<file path="config.mk">
export PLATFORM = sky130hd
export DESIGN_NAME = preemptive_priority_scheduler_top
export DESIGN_NICKNAME = d
export VERILOG_FILES = /design/src/rtl/core/pps_pkg.sv /design/src/rtl/core/preemptive_priority_scheduler_top.sv /design/src/rtl/core/pps_regs.sv /design/src/rtl/core/pps_core.sv
export SDC_FILE = /design/constraint.sdc
export NUM_CORES = 2
export LEC_CHECK = 0
export BUFFER_PORTS_ARGS = -buffer_cell sky130_fd_sc_hd__buf_2
export CORE_UTILIZATION = 40
export CTS_BUF_LIST = sky130_fd_sc_hd__clkbuf_4 sky130_fd_sc_hd__clkbuf_8 sky130_fd_sc_hd__clkbuf_16
export DETAILED_ROUTE_END_ITERATION = 10
export SYNTH_ARGS = -nofsm -noshare
export SYNTH_HDL_FRONTEND = slang
export SYNTH_SLANG_ARGS = --single-unit
</file>
<file path="constraint.sdc">
create_clock -name clk -period 63.5 [get_ports clk]
set_clock_uncertainty 0.2 [all_clocks]
set_input_delay 3.175 -clock clk [delete_from_list [all_inputs] [get_ports clk]]
set_output_delay 3.175 -clock clk [all_outputs]
set_load 0.01 [all_outputs]
</file>
<file path="src/rtl/core/pps_pkg.sv">
// Package for the preemptive priority scheduler.
// Request and result types, field widths, saturation limits and codes.
// No dependencies.
package pps_pkg;

	localparam int TIME_W  = 20;
	localparam int TOTAL_W = 24;
	localparam int CNT_W   = 4;

	localparam logic [TIME_W-1:0]  TIME_MAX  = {TIME_W{1'b1}};
	localparam logic [TOTAL_W-1:0] TOTAL_MAX = {TOTAL_W{1'b1}};

	localparam logic MODE_LOAD = 1'b0;
	localparam logic MODE_TICK = 1'b1;

	localparam logic REG_TASK_COUNT = 1'b0;
	localparam logic [CNT_W-1:0] TASK_COUNT_RESET = 4'd8;

	typedef struct packed {
		logic        mode;
		logic [2:0]  slot;
		logic [7:0]  task_tag;
		logic [7:0]  task_priority;
		logic [15:0] burst_length;
		logic [15:0] arrival_tick;
	} req_t;

	typedef struct packed {
		logic               ran_valid;
		logic [2:0]         ran_slot;
		logic [7:0]         ran_tag;
		logic               finished;
		logic [TIME_W-1:0]  wait_ticks;
		logic [TIME_W-1:0]  turnaround_ticks;
		logic               all_done;
		logic [TIME_W-1:0]  time_now;
		logic [TOTAL_W-1:0] sum_wait;
		logic [TOTAL_W-1:0] sum_turnaround;
	} rsp_t;

endpackage

</file>
<file path="src/rtl/core/preemptive_priority_scheduler_top.sv">
// Top level of the preemptive priority scheduler.
// Depends on pps_pkg, pps_regs and pps_core.
//
// Request channel: a request is taken at a rising edge with start high and
// busy low. busy is always low, so one request may be issued every cycle.
// A load request (mode 0) writes one task slot and gives no result. A tick
// request (mode 1), while any slot is live, advances time by one and runs the
// highest-priority ready slot.
// Result channel: each tick gives one result on result, marked by strobe
// for a single cycle, once the request has passed valid_s1/req_s1 and then
// strobe_q/result_q. The receiver cannot stall; results are never held back.
// Throughput: one request per cycle, set by the single registered step in
// pps_core that picks the slot and updates the counters.
// Configuration: task_count at byte address 0 over the APB-style port,
// written only while no request is in flight (a rule on the user, not enforced).
// Reset: arst_n clears all slots, time and totals; task_count returns to 8.
module preemptive_priority_scheduler_top import pps_pkg::*; #(
	parameter int MAX_TASKS = 8
) (
	input  logic        clk,
	input  logic        arst_n,
	input  logic        start,
	output logic        busy,
	input  req_t        request,
	output logic        strobe,
	output rsp_t        result,
	input  logic        psel,
	input  logic        penable,
	input  logic        pwrite,
	input  logic [2:0]  paddr,
	input  logic [31:0] pwdata,
	output logic [31:0] prdata,
	output logic        pready
);

	logic             valid_s1;
	req_t             req_s1;
	logic [CNT_W-1:0] task_count;

	assign busy = 1'b0;

	always_ff @(posedge clk or negedge arst_n) begin
		if (!arst_n) begin
			valid_s1 <= 1'b0;
		end else begin
			valid_s1 <= start && !busy;
		end
	end

	always_ff @(posedge clk) begin
		req_s1 <= request;
	end

	pps_regs u_regs (
		.clk        (clk),
		.arst_n     (arst_n),
		.psel       (psel),
		.penable    (penable),
		.pwrite     (pwrite),
		.paddr      (paddr),
		.pwdata     (pwdata),
		.prdata     (prdata),
		.pready     (pready),
		.task_count (task_count)
	);

	pps_core #(
		.MAX_TASKS (MAX_TASKS)
	) u_core (
		.clk        (clk),
		.arst_n     (arst_n),
		.valid_s1   (valid_s1),
		.req_s1     (req_s1),
		.task_count (task_count),
		.strobe     (strobe),
		.result     (result)
	);

	a_tick_gives_result: assert property (@(posedge clk) disable iff (!arst_n)
		(start && !busy && request.mode == MODE_TICK) |=> ##1 strobe)
		else $error("tick request did not produce a result");

	a_load_silent: assert property (@(posedge clk) disable iff (!arst_n)
		(start && !busy && request.mode == MODE_LOAD) |=> ##1 !strobe)
		else $error("load request produced a result");

	a_finish_ran: assert property (@(posedge clk) disable iff (!arst_n)
		(strobe && result.finished) |-> (result.ran_valid && !$past(strobe && result.all_done)))
		else $error("finish reported without a running task");

endmodule

</file>
<file path="src/rtl/core/pps_regs.sv">
// APB-style configuration register of the scheduler (task_count).
// Depends on pps_pkg.
module pps_regs import pps_pkg::*; (
	input  logic             clk,
	input  logic             arst_n,
	input  logic             psel,
	input  logic             penable,
	input  logic             pwrite,
	input  logic [2:0]       paddr,
	input  logic [31:0]      pwdata,
	output logic [31:0]      prdata,
	output logic             pready,
	output logic [CNT_W-1:0] task_count
);

	logic [CNT_W-1:0] task_count_q;
	logic             wr_en;

	assign pready = 1'b1;
	assign wr_en  = psel && penable && pwrite && pready && (paddr[2] == REG_TASK_COUNT);

	always_ff @(posedge clk or negedge arst_n) begin
		if (!arst_n) begin
			task_count_q <= TASK_COUNT_RESET;
		end else if (wr_en) begin
			task_count_q <= pwdata[CNT_W-1:0];
		end
	end

	always_comb begin
		prdata = '0;
		if (paddr[2] == REG_TASK_COUNT) begin
			prdata = {{(32-CNT_W){1'b0}}, task_count_q};
		end
	end

	assign task_count = task_count_q;

endmodule

</file>
<file path="src/rtl/core/pps_core.sv">
// Slot table, priority pick and counters; one registered step per request.
// Depends on pps_pkg.
module pps_core import pps_pkg::*; #(
	parameter int MAX_TASKS = 8
) (
	input  logic             clk,
	input  logic             arst_n,
	input  logic             valid_s1,
	input  req_t             req_s1,
	input  logic [CNT_W-1:0] task_count,
	output logic             strobe,
	output rsp_t             result
);

	localparam int IDX_W = $clog2(MAX_TASKS);

	logic [7:0]         tag_q  [MAX_TASKS];
	logic [7:0]         pri_q  [MAX_TASKS];
	logic [15:0]        arr_q  [MAX_TASKS];
	logic [15:0]        rem_q  [MAX_TASKS];
	logic [TIME_W-1:0]  wait_q [MAX_TASKS];
	logic [MAX_TASKS-1:0] done_q;
	logic [TIME_W-1:0]  time_q;
	logic [TOTAL_W-1:0] wsum_q;
	logic [TOTAL_W-1:0] tsum_q;
	logic               strobe_q;
	rsp_t               result_q;

	logic [MAX_TASKS-1:0] live, ready, hit, live_after;
	logic                 found, fin, is_tick, is_load, go;
	logic [IDX_W-1:0]     best;
	logic [7:0]           best_pri;
	logic [TIME_W-1:0]    time_inc, wait_best, turn_best;
	logic [TOTAL_W:0]     wsum_add, tsum_add;
	logic [TOTAL_W-1:0]   wsum_next, tsum_next;
	logic [31:0]          best32;
	rsp_t                 rsp_d;

	assign is_tick = valid_s1 && (req_s1.mode == MODE_TICK);
	assign is_load = valid_s1 && (req_s1.mode == MODE_LOAD);

	always_comb begin
		for (int i = 0; i < MAX_TASKS; i++) begin
			live[i]  = (rem_q[i] != 16'd0) && !done_q[i] && ({28'd0, task_count} > 32'(i));
			ready[i] = live[i] && ({4'd0, arr_q[i]} <= time_q);
			hit[i]   = ({29'd0, req_s1.slot} == 32'(i));
		end
	end

	// lowest priority number wins, ascending scan keeps lowest slot on ties
	always_comb begin
		found    = 1'b0;
		best     = '0;
		best_pri = '0;
		for (int i = 0; i < MAX_TASKS; i++) begin
			if (ready[i] && (!found || pri_q[i] < best_pri)) begin
				found    = 1'b1;
				best     = IDX_W'(i);
				best_pri = pri_q[i];
			end
		end
	end

	assign go       = is_tick && (|live);
	assign time_inc = (time_q == TIME_MAX) ? time_q : time_q + 1'b1;
	assign fin      = found && (rem_q[best] == 16'd1);
	assign wait_best = wait_q[best];
	assign turn_best = time_inc - {4'd0, arr_q[best]};
	assign wsum_add  = {1'b0, wsum_q} + {5'd0, wait_best};
	assign tsum_add  = {1'b0, tsum_q} + {5'd0, turn_best};
	assign wsum_next = wsum_add[TOTAL_W] ? TOTAL_MAX : wsum_add[TOTAL_W-1:0];
	assign tsum_next = tsum_add[TOTAL_W] ? TOTAL_MAX : tsum_add[TOTAL_W-1:0];
	assign best32    = 32'(best);

	always_comb begin
		for (int i = 0; i < MAX_TASKS; i++) begin
			live_after[i] = live[i] && !(go && fin && (best == IDX_W'(i)));
		end
	end

	always_comb begin
		rsp_d                  = '0;
		rsp_d.time_now         = time_q;
		rsp_d.sum_wait         = wsum_q;
		rsp_d.sum_turnaround   = tsum_q;
		rsp_d.all_done         = !(|live_after);
		if (go) begin
			rsp_d.time_now = time_inc;
			if (found) begin
				rsp_d.ran_valid = 1'b1;
				rsp_d.ran_slot  = best32[2:0];
				rsp_d.ran_tag   = tag_q[best];
			end
			if (fin) begin
				rsp_d.finished         = 1'b1;
				rsp_d.wait_ticks       = wait_best;
				rsp_d.turnaround_ticks = turn_best;
				rsp_d.sum_wait         = wsum_next;
				rsp_d.sum_turnaround   = tsum_next;
			end
		end
	end

	always_ff @(posedge clk or negedge arst_n) begin
		if (!arst_n) begin
			for (int i = 0; i < MAX_TASKS; i++) begin
				tag_q[i]  <= '0;
				pri_q[i]  <= '0;
				arr_q[i]  <= '0;
				rem_q[i]  <= '0;
				wait_q[i] <= '0;
			end
			done_q <= '0;
			time_q <= '0;
			wsum_q <= '0;
			tsum_q <= '0;
		end else begin
			for (int i = 0; i < MAX_TASKS; i++) begin
				if (is_load && hit[i]) begin
					tag_q[i]  <= req_s1.task_tag;
					pri_q[i]  <= req_s1.task_priority;
					rem_q[i]  <= req_s1.burst_length;
					arr_q[i]  <= req_s1.arrival_tick;
					wait_q[i] <= '0;
					done_q[i] <= 1'b0;
				end else if (go && found) begin
					if (best == IDX_W'(i)) begin
						rem_q[i] <= rem_q[i] - 16'd1;
						if (fin) begin
							done_q[i] <= 1'b1;
						end
					end else if (ready[i] && wait_q[i] != TIME_MAX) begin
						wait_q[i] <= wait_q[i] + 1'b1;
					end
				end
			end
			if (go) begin
				time_q <= time_inc;
				if (fin) begin
					wsum_q <= wsum_next;
					tsum_q <= tsum_next;
				end
			end
		end
	end

	always_ff @(posedge clk or negedge arst_n) begin
		if (!arst_n) begin
			strobe_q <= 1'b0;
		end else begin
			strobe_q <= is_tick;
		end
	end

	always_ff @(posedge clk) begin
		result_q <= rsp_d;
	end

	assign strobe = strobe_q;
	assign result = result_q;

endmodule

</file>
==> impl_metrics.tcl <==
set metrics [dict create \
    use_met2_pct 38.8 \
    antenna_found_initial 4 \
    drt-pass1-iter-count 6 \
    postCtsSetupBuffers 0 \
    async_flop_share_pct 78.3 \
    final_common_cell "nand2_1" \
    use_met1_pct 33.7 \
    tightest_slew_ps 1210 \
    syn_to_final_growth_pct 12.8 \
    synth_edf_count 0 \
    ys.warnings.count 0 \
    num-fill-cells 10200 \
    wire_per_inst_microns 21.0 \
    crit_slowest_cell "a2111oi_0" \
    startpoint_type "register" \
    die_w_microns 330 \
    worst_path_most_repeated_cell "o21ai_0" \
    drive_gt1_share_pct 11.4 \
    gr-usage-met3_pct 4.85 \
    cp_max_fo 30 \
    grt_pass1_vias 34400 \
    cts_buffers 93 \
    nets 5244 \
    setup_violations 0 \
    fmax_ghz 0.0384 \
    crit_type "reg2reg" \
    crit_buf_inv 6 \
    clockBufferDepth 3 \
    drv_slew 0 \
    vias_per_cell 5.61 \
    initial_utilization_pct 40.6 \
    cp.required_ps 63760 \
    remaining_drc_errors 0 \
    grt.total_usage_pct 24.5 \
    cts_tree "yes" \
    grt-busiest-layer "met2" \
    rsz0062_at_grt "no" \
    row_count 119 \
    core_area_sq_mm 0.106 \
    hold_buffers 0 \
    hold_viol 0 \
    die_y_microns 330 \
    synthesis.area_sq_mm 0.0429 \
    setup-tns-final_ps 0 \
    ys_seq_elements 800 \
    period_needed_ps 26040 \
    synth.distinct_cells 104 \
    multi_input_area_sq_mm 0.0224 \
    outcome "finished clean" \
    clk_pin_slew_ps 60 \
    drv_cap 0 \
    grt_max_degree 158 \
    period_share_pct 41.0 \
    clk_latency_ps 680 \
    portBuffers 189 \
    dieArea_sq_mm 0.109 \
    cts-resized-gates 0 \
    io-pin-count 250 \
    worstHoldPathType "reg2reg" \
    max-slew-margin-rel_pct 19.2 \
    register_area_sq_mm 0.0191 \
    cpLargestDelayFamily "compound AO/OA/AOI/OAI gates" \
    finalWirelength_microns 134000 \
    synth_cells 4774 \
    end_kind "register" \
    syn_avg_cell_area_sq_um 9.00 \
    drtAntennaViolNets 0 \
    drt-initial-drc-count 3295 \
    final_cell_mix "995 x nand2_1, 625 x dfrtp_1, 395 x nor2_1" \
    place_congestion 0.914 \
    clk_root_buffer_cell "clkbuf_16" \
    clock-sinks 800 \
    overflow 0 \
    max_stage_delay_ps 990 \
    htree_num_levels 3 \
    ys_seq_area_share_pct 44.6 \
    post-dp-hpwl_microns 91600 \
    synth-main-ff-cell "dfrtp_1" \
    cp.arrival_ps 26300 \
    grt_pass1_wl_microns 205000 \
    vias 35700 \
]
## cell families after synthesis
kind of cell	count (synthesis)	share of synthesized area [%]
flip-flops	800	44.6
XOR/XNOR	296	6.04
AO/OA/AOI/OAI	895	13.8
AND/OR/NAND/NOR	2014	21.1
adder cells (fa/ha/maj)	254	7.45
multiplexers	124	3.18
buffers and inverters	389	3.81
other	2	0.0175
## final timing paths
| kind | start | to | slack [ps] | cells past startpoint |
|---|---|---|---|---|
| worst min-delay path | u_core.tag_q[54]$_DFFE_PN0P_ | u_core.tag_q[54]$_DFFE_PN0P_ | 270 | 2 |
| min in group asynchronous | arst_n | u_core.tsum_q[4]$_DFFE_PN0P_ | 2260 | 1 |
| max in group asynchronous | arst_n | u_core.rem_q[50]$_DFFE_PN0P_ | 57670 | 4 |
| worst min register to register | u_core.tag_q[54]$_DFFE_PN0P_ | u_core.tag_q[54]$_DFFE_PN0P_ | 270 | 2 |
| worst max-delay path | u_core.time_q[16]$_DFFE_PN0P_ | u_core.result[10]$_DFF_P_ | 37460 | 94 |
| worst max register to register | u_core.time_q[16]$_DFFE_PN0P_ | u_core.result[10]$_DFF_P_ | 37460 | 94 |
## cells in the mapped netlist, types with 50 or more instances
master    instances  area, sq um
nand2_1         997         3740
dfrtp_1         625        15600
nor2_1          402         1510
ha_1            251         3140
a21oi_1         197          986
o21ai_0         188          941
xnor2_1         181         1590
dfxtp_1         174         3480
clkbuf_1        155          582
inv_1           142          533
nand3_1         117          586
xor2_1          115         1010
mux2_2           87          980
nor3_1           84          420
o21ai_1          72          360
nand4_1          68          425
o22a_1           51          447
and2_1           50          313
and3_1           50          313
## area by class of cell
type	count	share of cell area, %
Tap cell	1391	3.59
Clock buffer	139	5.96
Multi-Input combinational cell	3613	46.2
Sequential cell	800	39.5
Antenna cell	1	0.00517
Clock inverter	29	0.731
Inverter	144	1.12
Timing Repair Buffer	245	2.87
## stage by stage
step | worst slack, ps | instance area (sq um) | instances | hold WS [ps] | util (%)
after floorplan | 42420 | 43100 | 4802 | 241 | -
final | 37460 | 48400 | 6362 | 272 | 45.8
after global routing | 35310 | 48400 | 6361 | 293 | 45.8
after detailed placement | 37860 | 45200 | 6193 | 259 | 42.7
after global placement | 38250 | 45200 | 6193 | 254 | 42.7
after CTS | 37770 | 48400 | 6361 | 273 | 45.8
## worst min-delay path: stages, from the launching register on
cell and delay, ps:
dfrtp_1 340, nand2_1 50, nand2_1 50
## flip-flops by register name, indices dropped and copies added (netlist names)
signal / count
u_core.done_q: 8
u_core.tag_q: 64
u_regs.task_count: 4
u_core.tsum_q: 24
valid_s1: 1
u_core.arr_q: 128
u_core.result: 122
u_core.pri_q: 64
u_core.wsum_q: 24
u_core.wait_q: 160
u_core.strobe: 1
u_core.time_q: 20
u_core.rem_q: 128
req_s1: 52
## per-layer routing
| metal | wire (microns) | part of all wire [%] |
|---|---|---|
| met2 | 60200 | 45 |
| met5 | 13 | 0.0097 |
| met3 | 10700 | 8.0 |
| met1 | 58800 | 44 |
| met4 | 4020 | 3.0 |
Power is not shown: default switching activity piles up to over one toggle a cycle in this logic, so the estimate is an artifact.
